## src/mcfir_pkg.sv

```systemverilog
`timescale 1ns / 1ps
`default_nettype none
// ----------------------------------------------------------------------------
// mcfir_pkg
// Shared constants, operation codes and types of the multichannel FIR block.
// ----------------------------------------------------------------------------
package mcfir_pkg;

  localparam int MAX_TAPS     = 256;
  localparam int MAX_CHANNELS = 8;
  localparam int TAP_W        = $clog2(MAX_TAPS);
  localparam int CH_W         = 3;
  localparam int ADDR_W       = CH_W + TAP_W;
  localparam int STORE_DEPTH  = MAX_CHANNELS * MAX_TAPS;

  localparam int SAMPLE_W = 24;
  localparam int GAIN_W   = 16;
  localparam int PROD_W   = 2 * SAMPLE_W;
  localparam int ACC_W    = PROD_W + TAP_W + 1;

  localparam logic [GAIN_W-1:0] UNITY_GAIN = 16'd4096;

  localparam logic [1:0] OP_SAMPLE   = 2'd0;
  localparam logic [1:0] OP_LOAD_TAP = 2'd1;
  localparam logic [1:0] OP_LOAD_GAIN = 2'd2;
  localparam logic [1:0] OP_NONE     = 2'd3;

  localparam logic [1:0] REG_CHANNEL_COUNT = 2'd0;
  localparam logic [1:0] REG_TAPS_LEN      = 2'd1;
  localparam logic [1:0] REG_PREAMP_GAIN   = 2'd2;

  typedef struct packed {
    logic [1:0]                 op;
    logic signed [SAMPLE_W-1:0] data;
    logic [CH_W-1:0]            load_channel;
    logic [7:0]                 tap_index;
    logic [GAIN_W-1:0]          gain;
  } item_t;

  typedef struct packed {
    logic clearing;
    logic busy;
  } back_status_t;

endpackage
`default_nettype wire

```

## src/mcfir_front.sv

```systemverilog
`timescale 1ns / 1ps
`default_nettype none
// ----------------------------------------------------------------------------
// mcfir_front
// Input side: takes items, drops unknown operations, queues the rest.
// ----------------------------------------------------------------------------
module mcfir_front
  import mcfir_pkg::*;
(
  input  wire logic         clk,
  input  wire logic         rst,
  input  wire logic         push,
  output logic              full,
  input  wire item_t        in_item,
  input  wire back_status_t status,
  output logic              q_valid,
  output item_t             q_item,
  input  wire logic         q_pop
);

  item_t      slots [2];
  logic       wptr;
  logic       rptr;
  logic [1:0] count;
  logic       accept;
  logic       enq;

  assign full    = (count == 2'd2) || status.clearing;
  assign accept  = push && !full;
  assign enq     = accept && (in_item.op != OP_NONE);
  assign q_valid = (count != 2'd0);
  assign q_item  = slots[rptr];

  always_ff @(posedge clk) begin
    if (rst) begin
      wptr  <= 1'b0;
      rptr  <= 1'b0;
      count <= 2'd0;
    end else begin
      if (enq) begin
        wptr <= !wptr;
      end
      if (q_pop) begin
        rptr <= !rptr;
      end
      count <= count + 2'(enq) - 2'(q_pop);
    end
  end

  always_ff @(posedge clk) begin
    if (enq) begin
      slots[wptr] <= in_item;
    end
  end

endmodule
`default_nettype wire

```

## config.mk

```make
export PLATFORM = sky130hd
export DESIGN_NAME = mcfir_front
export DESIGN_NICKNAME = d
export VERILOG_FILES = /design/src/mcfir_pkg.sv /design/src/mcfir_front.sv
export SDC_FILE = /design/constraint.sdc
export NUM_CORES = 1
export LEC_CHECK = 0
export ABC_AREA = 0
export BUFFER_PORTS_ARGS = -buffer_cell sky130_fd_sc_hd__buf_2
export CAP_MARGIN = 10
export CORE_ASPECT_RATIO = 0.6
export CORE_UTILIZATION = 40
export DETAILED_ROUTE_END_ITERATION = 8
export MAX_ROUTING_LAYER = met4
export PLACE_DENSITY_LB_ADDON = 0.05
export SETUP_SLACK_MARGIN = 0.3
export SYNTH_ARGS = -nofsm -noshare
export SYNTH_HDL_FRONTEND = slang
export SYNTH_SLANG_ARGS = --single-unit
```

## constraint.sdc

```tcl
create_clock -name clk -period 7.2 [get_ports clk]
set_input_delay 0.36 -clock clk [delete_from_list [all_inputs] [get_ports clk]]
set_output_delay 0.36 -clock clk [all_outputs]
set_load 0.02 [all_outputs]
```

; Word-level counts from Yosys, hierarchy flattened
; Memory sizes are Yosys's and may differ from the RTL's. A register that Yosys moved wholly into a read port is not among the register bits.
; Index checks and enable logic that the tools add are counted.
[word_totals]
memories = 1
elab_cells = 19
mem_bits_rw = 106
input_bits = 59
regBits = 4
[classes]
addsub = 2
mux = 4
reduce_logical = 7
n_eq_ne = 2
[memory_table]
columns = name, depth, word_bits, read_ports, rd_ports_with_merged_regs, wr, line
row1 = slots, 2, 53, 1, 1, 1, mcfir_front.sv:21  ; item_t slots [2];
[ops]
columns = cell, n
row1 = $mux W1, 4
row2 = $logic_not A1 Y1, 3
row3 = $add A2 B1 Y2, 1
row4 = $eq A2 B2 Y1 const B, 1
row5 = $logic_and A1 B1 Y1, 2
row6 = $ne A2 B2 Y1 const B, 1
row7 = $reduce_bool A2 Y1, 1
row8 = $sub A2 B1 Y2, 1
row9 = $logic_or A1 B1 Y1, 1

; Longest topological paths before layout
; Gate-level depths: netlist (run 1).
[depth]
ltp_word = 7
ltp_mapped = 8
ltp_nobuf = 8

; Worst setup path after synthesis (run 1)
; No wires, ideal clock.
[synth_timing]
kind = input to register
startpoint = input push
endpoint = memory slots[1][0] (netlist bit) (enable)
setup_ns = 0.464
required_time_ns = 6.736
setup_slack_ns = 3.499
path_stages = 3
arrival_time_ns = 3.237
cell_sequence = a21bo_2 or3_2 nor2_1
[synth_via]
elab_chain_cells = 4
[synth_rtl]
columns = item, line
row1 = "start, declared", mcfir_front.sv:12  ; input wire logic push,
row2 = $logic_and A1 B1 Y1, mcfir_front.sv:29  ; assign accept = push && !full;
row3 = $logic_and A1 B1 Y1, mcfir_front.sv:30  ; assign enq = accept && (in_item.op != OP_NONE);
row4 = $mux W1, mcfir_front.sv:51  ; if (enq) begin
row5 = $mux W1 (implied by the code), mcfir_front.sv:52  ; slots[wptr] <= in_item;
row6 = "end, declared", mcfir_front.sv:21
; No other way between the ends.

==> flow_summary.json, run 1 <==
{
  "relSlewSlack_pct": 51.21,
  "port_buffers": 112,
  "cts_tree": "yes",
  "syn_inst": 191,
  "grtUsageTotal_pct": 13.35,
  "nNetsFinal": 372,
  "die_h_um": 80.05,
  "crit_chain": "buf_4, mux2_2, buf_2",
  "place_congestion": 0.6819,
  "yosys.area_share.adder_pct": 0.6161,
  "synth_area_sq_mm": 0.004061,
  "finalMaxSlewViolations": 0,
  "wirelength_mm": 6.652,
  "synth_mux_area_share_pct": 14.70,
  "grt_max_degree": 54,
  "tightestPinTransition_ns": 0.7319,
  "post-cts-setup-buffers": 0,
  "post-route-period-util_pct": 33.89,
  "area.growth.synth_to_final_pct": 25.17,
  "multi_input_area_sq_um": 744.5,
  "ant_nets": 0,
  "nFillCells": 848,
  "cts_max_level": 3,
  "worst_slack_ns": 4.760,
  "slowest_delay_ns": 0.65,
  "crit_fanout": 33,
  "place_ws_ns": 4.927,
  "path_clk_slew_ns": 0.07,
  "rsz0062_at_grt": "no",
  "p_per_area_mw_per_mm2": 273.7,
  "synth-xor-area-share_pct": 0.6470,
  "clock_skew_ns": 0.007854,
  "cts_root_buf": "clkbuf_16",
  "end_kind": "output pin",
  "design_area_sq_mm": 0.005084,
  "viasPerCell": 4.520,
  "postSynthAreaPerCell_sq_um": 21.26,
  "dpl_cell_area_sq_mm": 0.004792,
  "clkLatencyLatePin_ns": 0.34,
  "grt_overflow_total": 0,
  "ys_ff_latch": 111,
  "cts.repair.resized": 0,
  "layout-drive-gt1-share_pct": 60.44,
  "fmax_mhz": 409.8,
  "final_hold_viol_count": 0,
  "worstPathArrival_ns": 2.08,
  "period_needed_ns": 2.440,
  "firstDrtPassIters": 4,
  "finalPower_mw": 1.392,
  "wl_per_cell_um": 14.72,
  "start_kind": "register",
  "fin_setup_tns_ns": 0,
  "dr_total_vias": 2043,
  "grt_pass1_wl_mm": 9.970,
  "cp.required_ns": 6.84,
  "seqCellArea_sq_mm": 0.003284,
  "core_area_sq_mm": 0.009844,
  "cts_buffers": 9,
  "synth_cell_types": 17,
  "std_cell_rows": 28,
  "die_w_um": 132.1,
  "setup_violations": 0,
  "crit_buf_inv": 2,
  "clock-sinks": 111,
  "critical_path.top_delay_family": "buffers and inverters",
  "cellLeakagePower_nw": 1.875,
  "io_pins": 114,
  "synth_nets": 252,
  "place_hpwl_mm": 4.119,
  "antenna_found_initial": 1,
  "hp-class": "in -> reg",
  "clockBufferDepth": 2,
  "synth-seq-area-share_pct": 80.84,
  "grt_pass1_vias": 2027,
  "critPathKind": "reg -> out",
  "dieArea_sq_mm": 0.01057,
  "cap_violations": 0,
  "postCtsHoldBufs": 0,
  "start_util_pct": 41.26,
  "slowest_stage": "dfxtp_2",
  "drt_iter0_drc": 76,
  "synth-compound-area-share_pct": 0.5545,
  "yosys_warnings": 0,
  "r2r_slack_ns": 5.16,
  "status": "complete, no violations",
  "synth_top_family_by_area": "multiplexers",
  "ir_drop_v": 0.0001551,
  "drc": 0,
  "yosys.area_share.simple_pct": 1.633
}
## stage by stage
step                      hold WS [ns]  cells  util, %
after floorplan                 0.4291    191        -
after CTS                       0.1911    451    51.61
after detailed placement        0.5023    435    48.68
final                           0.2042    452    51.64
after global routing            0.1853    452    51.64
after global placement          0.4761    435    48.68
## kinds of logic (layout without fill, tap and decap cells)
kind of cell / Yosys count / count (layout)
adder cells (fa/ha/maj): 2 / 2
AO/OA/AOI/OAI: 3 / 3
other: 0 / 1
multiplexers: 53 / 53
flip-flops: 111 / 111
AND/OR/NAND/NOR: 10 / 10
buffers and inverters: 9 / 134
XOR/XNOR: 3 / 3
## flip-flops by register name, indices dropped and copies added (netlist names), named ones only
signal  count
slots     106
count       2
rptr        1
wptr        1
## worst paths after layout
path | endpoint | startpoint | cells past startpoint
max | q_item[36] | register | 3
min | slots[0][33] | in_item[33] | 1
max reg2reg | slots[1][38] | count[1] | 4
min reg2reg | wptr | wptr | 2
## worst register-to-register path, stage by stage (launching register included)
cell and delay [ns]:
dfxtp_1 0.33, nor2b_4 0.14, or3_2 0.51, nor2_4 0.09, buf_4 0.59
## cell type report
cell class | instances | share of cell area (%)
antenna | 1 | 0.04922
clock buffer | 11 | 4.578
clock inverter | 5 | 1.108
inverter | 3 | 0.2215
multi-input combinational | 71 | 14.64
sequential | 111 | 64.61
tap | 135 | 3.323
timing repair buffer | 115 | 11.47
## synth_stat cells
library cell,n,area (sq um)
or2_2,2,12.51
ha_1,2,25.02
dfxtp_1,5,100.1
nor2_1,4,15.01
nor2b_1,1,6.260
or4_4,1,11.26
a21oi_1,1,5.000
xor2_1,1,8.760
nor2b_4,1,13.76
inv_1,3,11.26
o31ai_1,1,7.510
mux2_2,53,596.8
or3_2,1,7.510
edfxtp_1,106,3183
buf_2,6,30.03
xnor2_1,2,17.52
a21bo_2,1,10.01
## report_power, final
group          switching, mW  internal (mW)
sequential            0.0118          0.739
clock                  0.205          0.270
combinational         0.0941         0.0717
## layout by cell type (no fill, tap or decap), types with 2 or more instances in the layout
master     netlist  routed
edfxtp_1       106     106
clkbuf_16        0       9
or2_2            2       2
dfxtp_1          5       4
mux2_2          53      53
buf_2            6     112
inv_1            3       2
nor2_1           4       3
clkbuf_1         0       2
clkinv_2         0       2
ha_1             2       2
buf_4            0       3
xnor2_1          2       2
## layer usage
layer  track usage [%]  routed length, um  part of all wire, %  up-vias
met4             4.186                 69                  1.0        0
met5                 -                  0                    0        -
li1                  -                  -                    -      989
met3             5.934                514                  7.7        7
met2             21.22               3130                   47       65
met1             15.32               2938                   44      982
(Power assumes the default switching activity.)
==> run 2: changes to the inputs <==
- clock period: 7.2 -> 2.4 ns (I/O delays scaled with it)
==> run 2 against run 1 <==
Non-clock buffer count increased by 55. Sequential share of layout area down 6.6 points. Combinational power grew to 3.5 times the previous value. Core utilization grew 5.9 points. Critical path type is now in -> reg. Largest cell class unchanged. Routed wire length is 5.5% higher. Clock skew decreased by 0.0055 ns. First-iteration DRC count is 6.6% lower. Final cell count up 12%.
==> flow_summary.json, run 2 (same netlist as run 1, synthesis figures left out) <==
{
  "relSlewSlack_pct": 62.82,
  "clock_skew_ns": 0.002368,
  "final_common_cell": "buf_2",
  "end_kind": "register",
  "place_congestion": 0.7099,
  "wl_per_cell_um": 13.87,
  "nNetsFinal": 427,
  "grt_pass1_wl_mm": 10.58,
  "period_needed_ns": 1.968,
  "largest_reg_flops": 106,
  "clockBufferDepth": 2,
  "start_util_pct": 41.26,
  "finalMaxSlewViolations": 0,
  "die_h_um": 80.05,
  "cap_violations": 0,
  "setup_violations": 0,
  "io_pins": 114,
  "fin_setup_tns_ns": 0,
  "hold-path-cell-count": 2,
  "antennaDiodeCount": 0,
  "grtUsageTotal_pct": 13.94,
  "fmax_mhz": 508.2,
  "path_clk_slew_ns": 0.06,
  "dr_total_vias": 2263,
  "cts_root_buf": "clkbuf_16",
  "layout-drive-gt1-share_pct": 51.21,
  "clkLatencyLatePin_ns": 0.33,
  "final_cell_mix": "112 x buf_2, 106 x edfxtp_1, 53 x mux2_2, 53 x dlygate4sd3_1, 9 x clkbuf_16",
  "antenna_found_initial": 0,
  "std_cell_rows": 28,
  "cts.repair.resized": 0,
  "viasPerCell": 4.472,
  "grt_overflow_total": 0,
  "worstPathArrival_ns": 2.20,
  "cellLeakagePower_nw": 2.104,
  "wirelength_mm": 7.018,
  "port_buffers": 112,
  "regMostFlops": "slots",
  "area.growth.synth_to_final_pct": 39.46,
  "instances_no_fill": 506,
  "design_area_sq_mm": 0.005664,
  "firstDrtPassIters": 4,
  "cts_max_level": 3,
  "r2r_slack_ns": 0.62,
  "place_hpwl_mm": 4.247,
  "crit_buf_inv": 3,
  "drt_iter0_drc": 71,
  "hp-class": "in -> reg",
  "start_kind": "input port",
  "crit_fanout": 3,
  "post-route-period-util_pct": 82.00,
  "final_hold_viol_count": 0,
  "critical_path.top_delay_family": "buffers and inverters",
  "grt_max_degree": 54,
  "dpl_cell_area_sq_mm": 0.004852,
  "slowest_stage": "dlygate4sd3_1",
  "core_area_sq_mm": 0.009844,
  "post-cts-setup-buffers": 0,
  "slowest_delay_ns": 0.53,
  "drc": 0,
  "place_inst": 437,
  "dieArea_sq_mm": 0.01057,
  "crit_chain": "dlygate4sd3_1, buf_2, a21bo_2, or3_4, ha_1, inv_1, ha_1, xor2_1, xnor2_1, nor2_1",
  "worstRegToRegCells": 8,
  "ir_drop_v": 0.0003768,
  "ant_nets": 0,
  "cts_buffers": 9,
  "grt_pass1_vias": 2162,
  "p_per_area_mw_per_mm2": 745.8,
  "r2r_start": "count[1]",
  "critPathKind": "in -> reg",
  "critical_path.most_common_cell": "ha_1",
  "die_w_um": 132.1,
  "tightestPinTransition_ns": 0.5577,
  "cts_tree": "yes",
  "clock-sinks": 111,
  "rsz0062_at_grt": "no",
  "reg_top3": "slots (106), count (2)",
  "r2r_end": "count[1]",
  "status": "complete, no violations",
  "postCtsHoldBufs": 53,
  "min-delay-start": "rst",
  "cp.required_ns": 2.63
}
run 2: changes by cell type in the layout (fill, tap and decap cells not counted), sizes merged:
cell	change
inv	-2
dlygate4sd3	+53
diode	-1
clkinvlp	+1
buf	+2
clkinv	+1
run 2: worst max path at each step:
| stage | cells past startpoint | to | start |
|---|---|---|---|
| 6_report | 10 | count[1] | in_item[51] |
| 5_1_grt | 10 | count[1] | in_item[51] |
| 4_1_cts | 3 | q_item[0] | register |
| 3_5_place_dp | 8 | count[1] | count[1] |
| 3_3_place_gp | 8 | count[1] | count[1] |
| 2_1_floorplan | 3 | slots[1][0] | count[1] |
run 2: layout make-up:
class | count | area, sq um
Sequential cell | 111 | 3284
Timing Repair Buffer | 170 | 1166
Fill cell | 783 | 4180
Tap cell | 135 | 168.9
Clock inverter | 5 | 48.80
Inverter | 3 | 15.01
Clock buffer | 11 | 232.7
Multi-Input combinational cell | 71 | 748.2
run 2: routing by layer:
layer	up-vias	global-route usage [%]	part of all wire, %
met3	5	4.545	5.1
met2	69	22.96	49
met4	0	4.884	0.60
met1	1096	16.29	45
met5	-	-	0
li1	1093	-	-
run 2: power breakdown:
group	leakage [nW]	internal, mW	total [mW]	switching (mW)
logic	0.964	0.287	0.584	0.297
registers	1.01	2.22	2.25	0.0361
clock network	0.132	0.799	1.39	0.590
run 2: through the flow:
step | worst slack (ns) | hold slack, ns | power [mW] | util (%)
after floorplan | 0.3609 | 0.1891 | 2.618 | -
after global placement | 0.6253 | 0.3078 | 2.813 | 49.29
after detailed placement | 0.6194 | 0.3111 | 2.819 | 49.29
after CTS | 0.4386 | 0.001949 | 4.286 | 57.54
after global routing | 0.3234 | 0.01141 | 4.389 | 57.54
final | 0.4321 | 0.008243 | 4.224 | 57.54
==> run 3: changes to the inputs <==
- ABC_AREA: 0 -> 1
- clock period: 2.4 -> 2.06 ns (I/O delays scaled with it)
==> run 3 against run 2 <==
Clock skew grew 0.0026 ns. Non-clock buffer count grew 2. Routed wire length grew 3.2%. Largest power group unchanged.
==> flow_summary.json, run 3 <==
{
  "dr_total_vias": 2246,
  "drc": 0,
  "place_hpwl_mm": 4.501,
  "end_kind": "register",
  "post-route-period-util_pct": 78.41,
  "critPathKind": "in -> reg",
  "crit_fanout": 3,
  "pwr-share-seq_pct": 53.8,
  "synth.area.top_cells": "edfxtp_1 74%, mux2_4 17%, buf_12 2.3%, dfxtp_1 2.3%, mux2_2 0.78%",
  "grt_pass1_wl_mm": 11.03,
  "core_area_sq_mm": 0.01016,
  "yosys_warnings": 0,
  "cts_tree": "yes",
  "hp-class": "in -> reg",
  "drt_iter0_drc": 114,
  "synth.top_cell.area_share_pct": 73.76,
  "p_per_area_mw_per_mm2": 820.1,
  "nNetsFinal": 435,
  "tightestPinTransition_ns": 0.3210,
  "die_w_um": 136.1,
  "final_util_pct": 57.87,
  "p_clk_share_pct": 31.0,
  "cap_violations": 0,
  "path_clk_slew_ns": 0.06,
  "io_pins": 114,
  "ant_nets": 0,
  "largest_reg_flops": 106,
  "port_buffers": 112,
  "netlist_top_cells_count": "106 x edfxtp_1, 50 x mux2_4, 7 x inv_1, 7 x nor2_1",
  "clock_skew_ns": 0.005013,
  "place_congestion": 0.7005,
  "clock-sinks": 111,
  "grt_overflow_total": 0,
  "period_needed_ns": 1.615,
  "synth_ff_type": "edfxtp_1",
  "area.growth.synth_to_final_pct": 36.24,
  "firstDrtPassIters": 4,
  "final_hold_viol_count": 0,
  "swShare_pct": 22.32,
  "regMostFlops": "slots",
  "wl_per_cell_um": 14.12,
  "antenna_found_initial": 0,
  "synth_nets": 258,
  "syn_inst": 197,
  "r2r_start": "count[0]",
  "grt_max_degree": 54,
  "final_common_cell": "buf_2",
  "combPwrFrac_pct": 15.1,
  "fin_setup_tns_ns": 0,
  "cp.required_ns": 2.29,
  "cellLeakagePower_nw": 2.315,
  "synth_area_sq_mm": 0.004315,
  "start_util_pct": 42.48,
  "crit_start": "in_item[52]",
  "worstPathArrival_ns": 1.85,
  "std_cell_rows": 28,
  "fmax_mhz": 619.1,
  "relSlewSlack_pct": 78.60,
  "rsz0062_at_grt": "no",
  "ir_drop_v": 0.0004819,
  "final_cell_mix": "112 x buf_2, 106 x edfxtp_1, 54 x dlygate4sd3_1",
  "grtUsageTotal_pct": 13.97,
  "synth_top_cell_by_area": "edfxtp_1",
  "start_kind": "input port",
  "grt_pass1_vias": 2257,
  "reg_top3": "slots (106), count (2)",
  "cellInternalPower_mw": 3.745,
  "ys_async_sr_fraction_pct": 0,
  "clockBufferDepth": 2,
  "wirelength_mm": 7.241,
  "clkLatencyLatePin_ns": 0.33,
  "cts_root_buf": "clkbuf_16",
  "status": "complete, no violations",
  "die_h_um": 82.46,
  "finalMaxSlewViolations": 0,
  "synth_cell_types": 15,
  "synth.most_common_cell": "edfxtp_1",
  "cts_max_level": 3,
  "synth-seq-area-share_pct": 76.08,
  "min-delay-start": "q_pop",
  "postSynthAreaPerCell_sq_um": 21.91,
  "dieArea_sq_mm": 0.01122,
  "layout-drive-gt1-share_pct": 50.79,
  "cts_buffers": 9,
  "ys_ff_latch": 111,
  "antennaDiodeCount": 0,
  "setup_violations": 0,
  "viasPerCell": 4.378,
  "synth-edff-count": 106,
  "switching_power_mw": 1.076
}
run 3: cell types whose count changed after synthesis, sizes merged, moves of 2 or more:
| cell | previous run | this run |
|---|---|---|
| inv | 3 | 7 |
| nand2 | 0 | 4 |
| nor2 | 4 | 7 |
| a21oi | 1 | 3 |
| nor2b | 2 | 0 |
run 3: logic make-up after synthesis:
kind of cell	share of synthesized area, %
XOR/XNOR	0.4060
multiplexers	18.18
AO/OA/AOI/OAI	0.3478
buffers and inverters	3.190
AND/OR/NAND/NOR	1.218
flip-flops	76.08
adder cells (fa/ha/maj)	0.5798
run 3: power by group through the flow:
stage / clock network (mW) / registers, mW / logic [mW]
global placement: 0 / 2.66 / 0.628
detailed placement: 0 / 2.66 / 0.632
floorplan: 0 / 2.64 / 0.468
finish: 1.50 / 2.60 / 0.730
global route: 1.63 / 2.60 / 0.786
CTS: 1.55 / 2.60 / 0.739
run 3: timing repair:
item                                    CTS  global route
hold buffers                             54             0
endpoints found under the hold margin   109             0
resized for setup                         0             2
endpoints found under the setup margin   25             1
buffers inserted                          2             0
run 3: layer usage:
metal	share of wire [%]	up-vias	GRT usage [%]
li1	-	1106	-
met1	46	1062	16.85
met2	45	70	21.52
met3	7.7	8	5.617
met4	1.1	0	4.667
met5	0	-	-
run 3: cell type report:
cell class	instances	area (sq um)
Sequential cell	111	3288
Clock buffer	11	232.7
Timing Repair Buffer	172	1209
Tap cell	135	168.9
Multi-Input combinational cell	73	927.1
Clock inverter	4	23.77
Inverter	7	30.03
Fill cell	804	4280
run 3: worst paths after layout:
kind / slack, ns / depth (start not counted) / to
worst max-delay path: 0.44 / 11 / count[1]
worst min-delay path: 0.06 / 3 / rptr
worst max register to register: 0.46 / 10 / count[1]
worst min register to register: 0.52 / 2 / rptr
run 3: stage by stage:
stage	area, sq um	instances	setup WS, ns	total power, mW	hold WS (ns)
after detailed placement	5044	442	0.4688	3.290	0.2940
after global routing	5879	513	0.3254	5.022	0.06730
after CTS	5868	513	0.3145	4.889	0.06125
after global placement	5044	442	0.4907	3.284	0.2915
after floorplan	4342	197	0.2215	3.104	0.1668
final	5879	513	0.4448	4.821	0.06397
run 3: worst max-delay path, stage by stage:
cell and delay (ns):
dlygate4sd3_1 0.53, buf_2 0.15, a21oi_4 0.15, nand2_2 0.10, ha_1 0.28, inv_1 0.04, ha_1 0.17, xor2_1 0.17
nand2_1 0.07, nand2_1 0.06, nor2_1 0.04
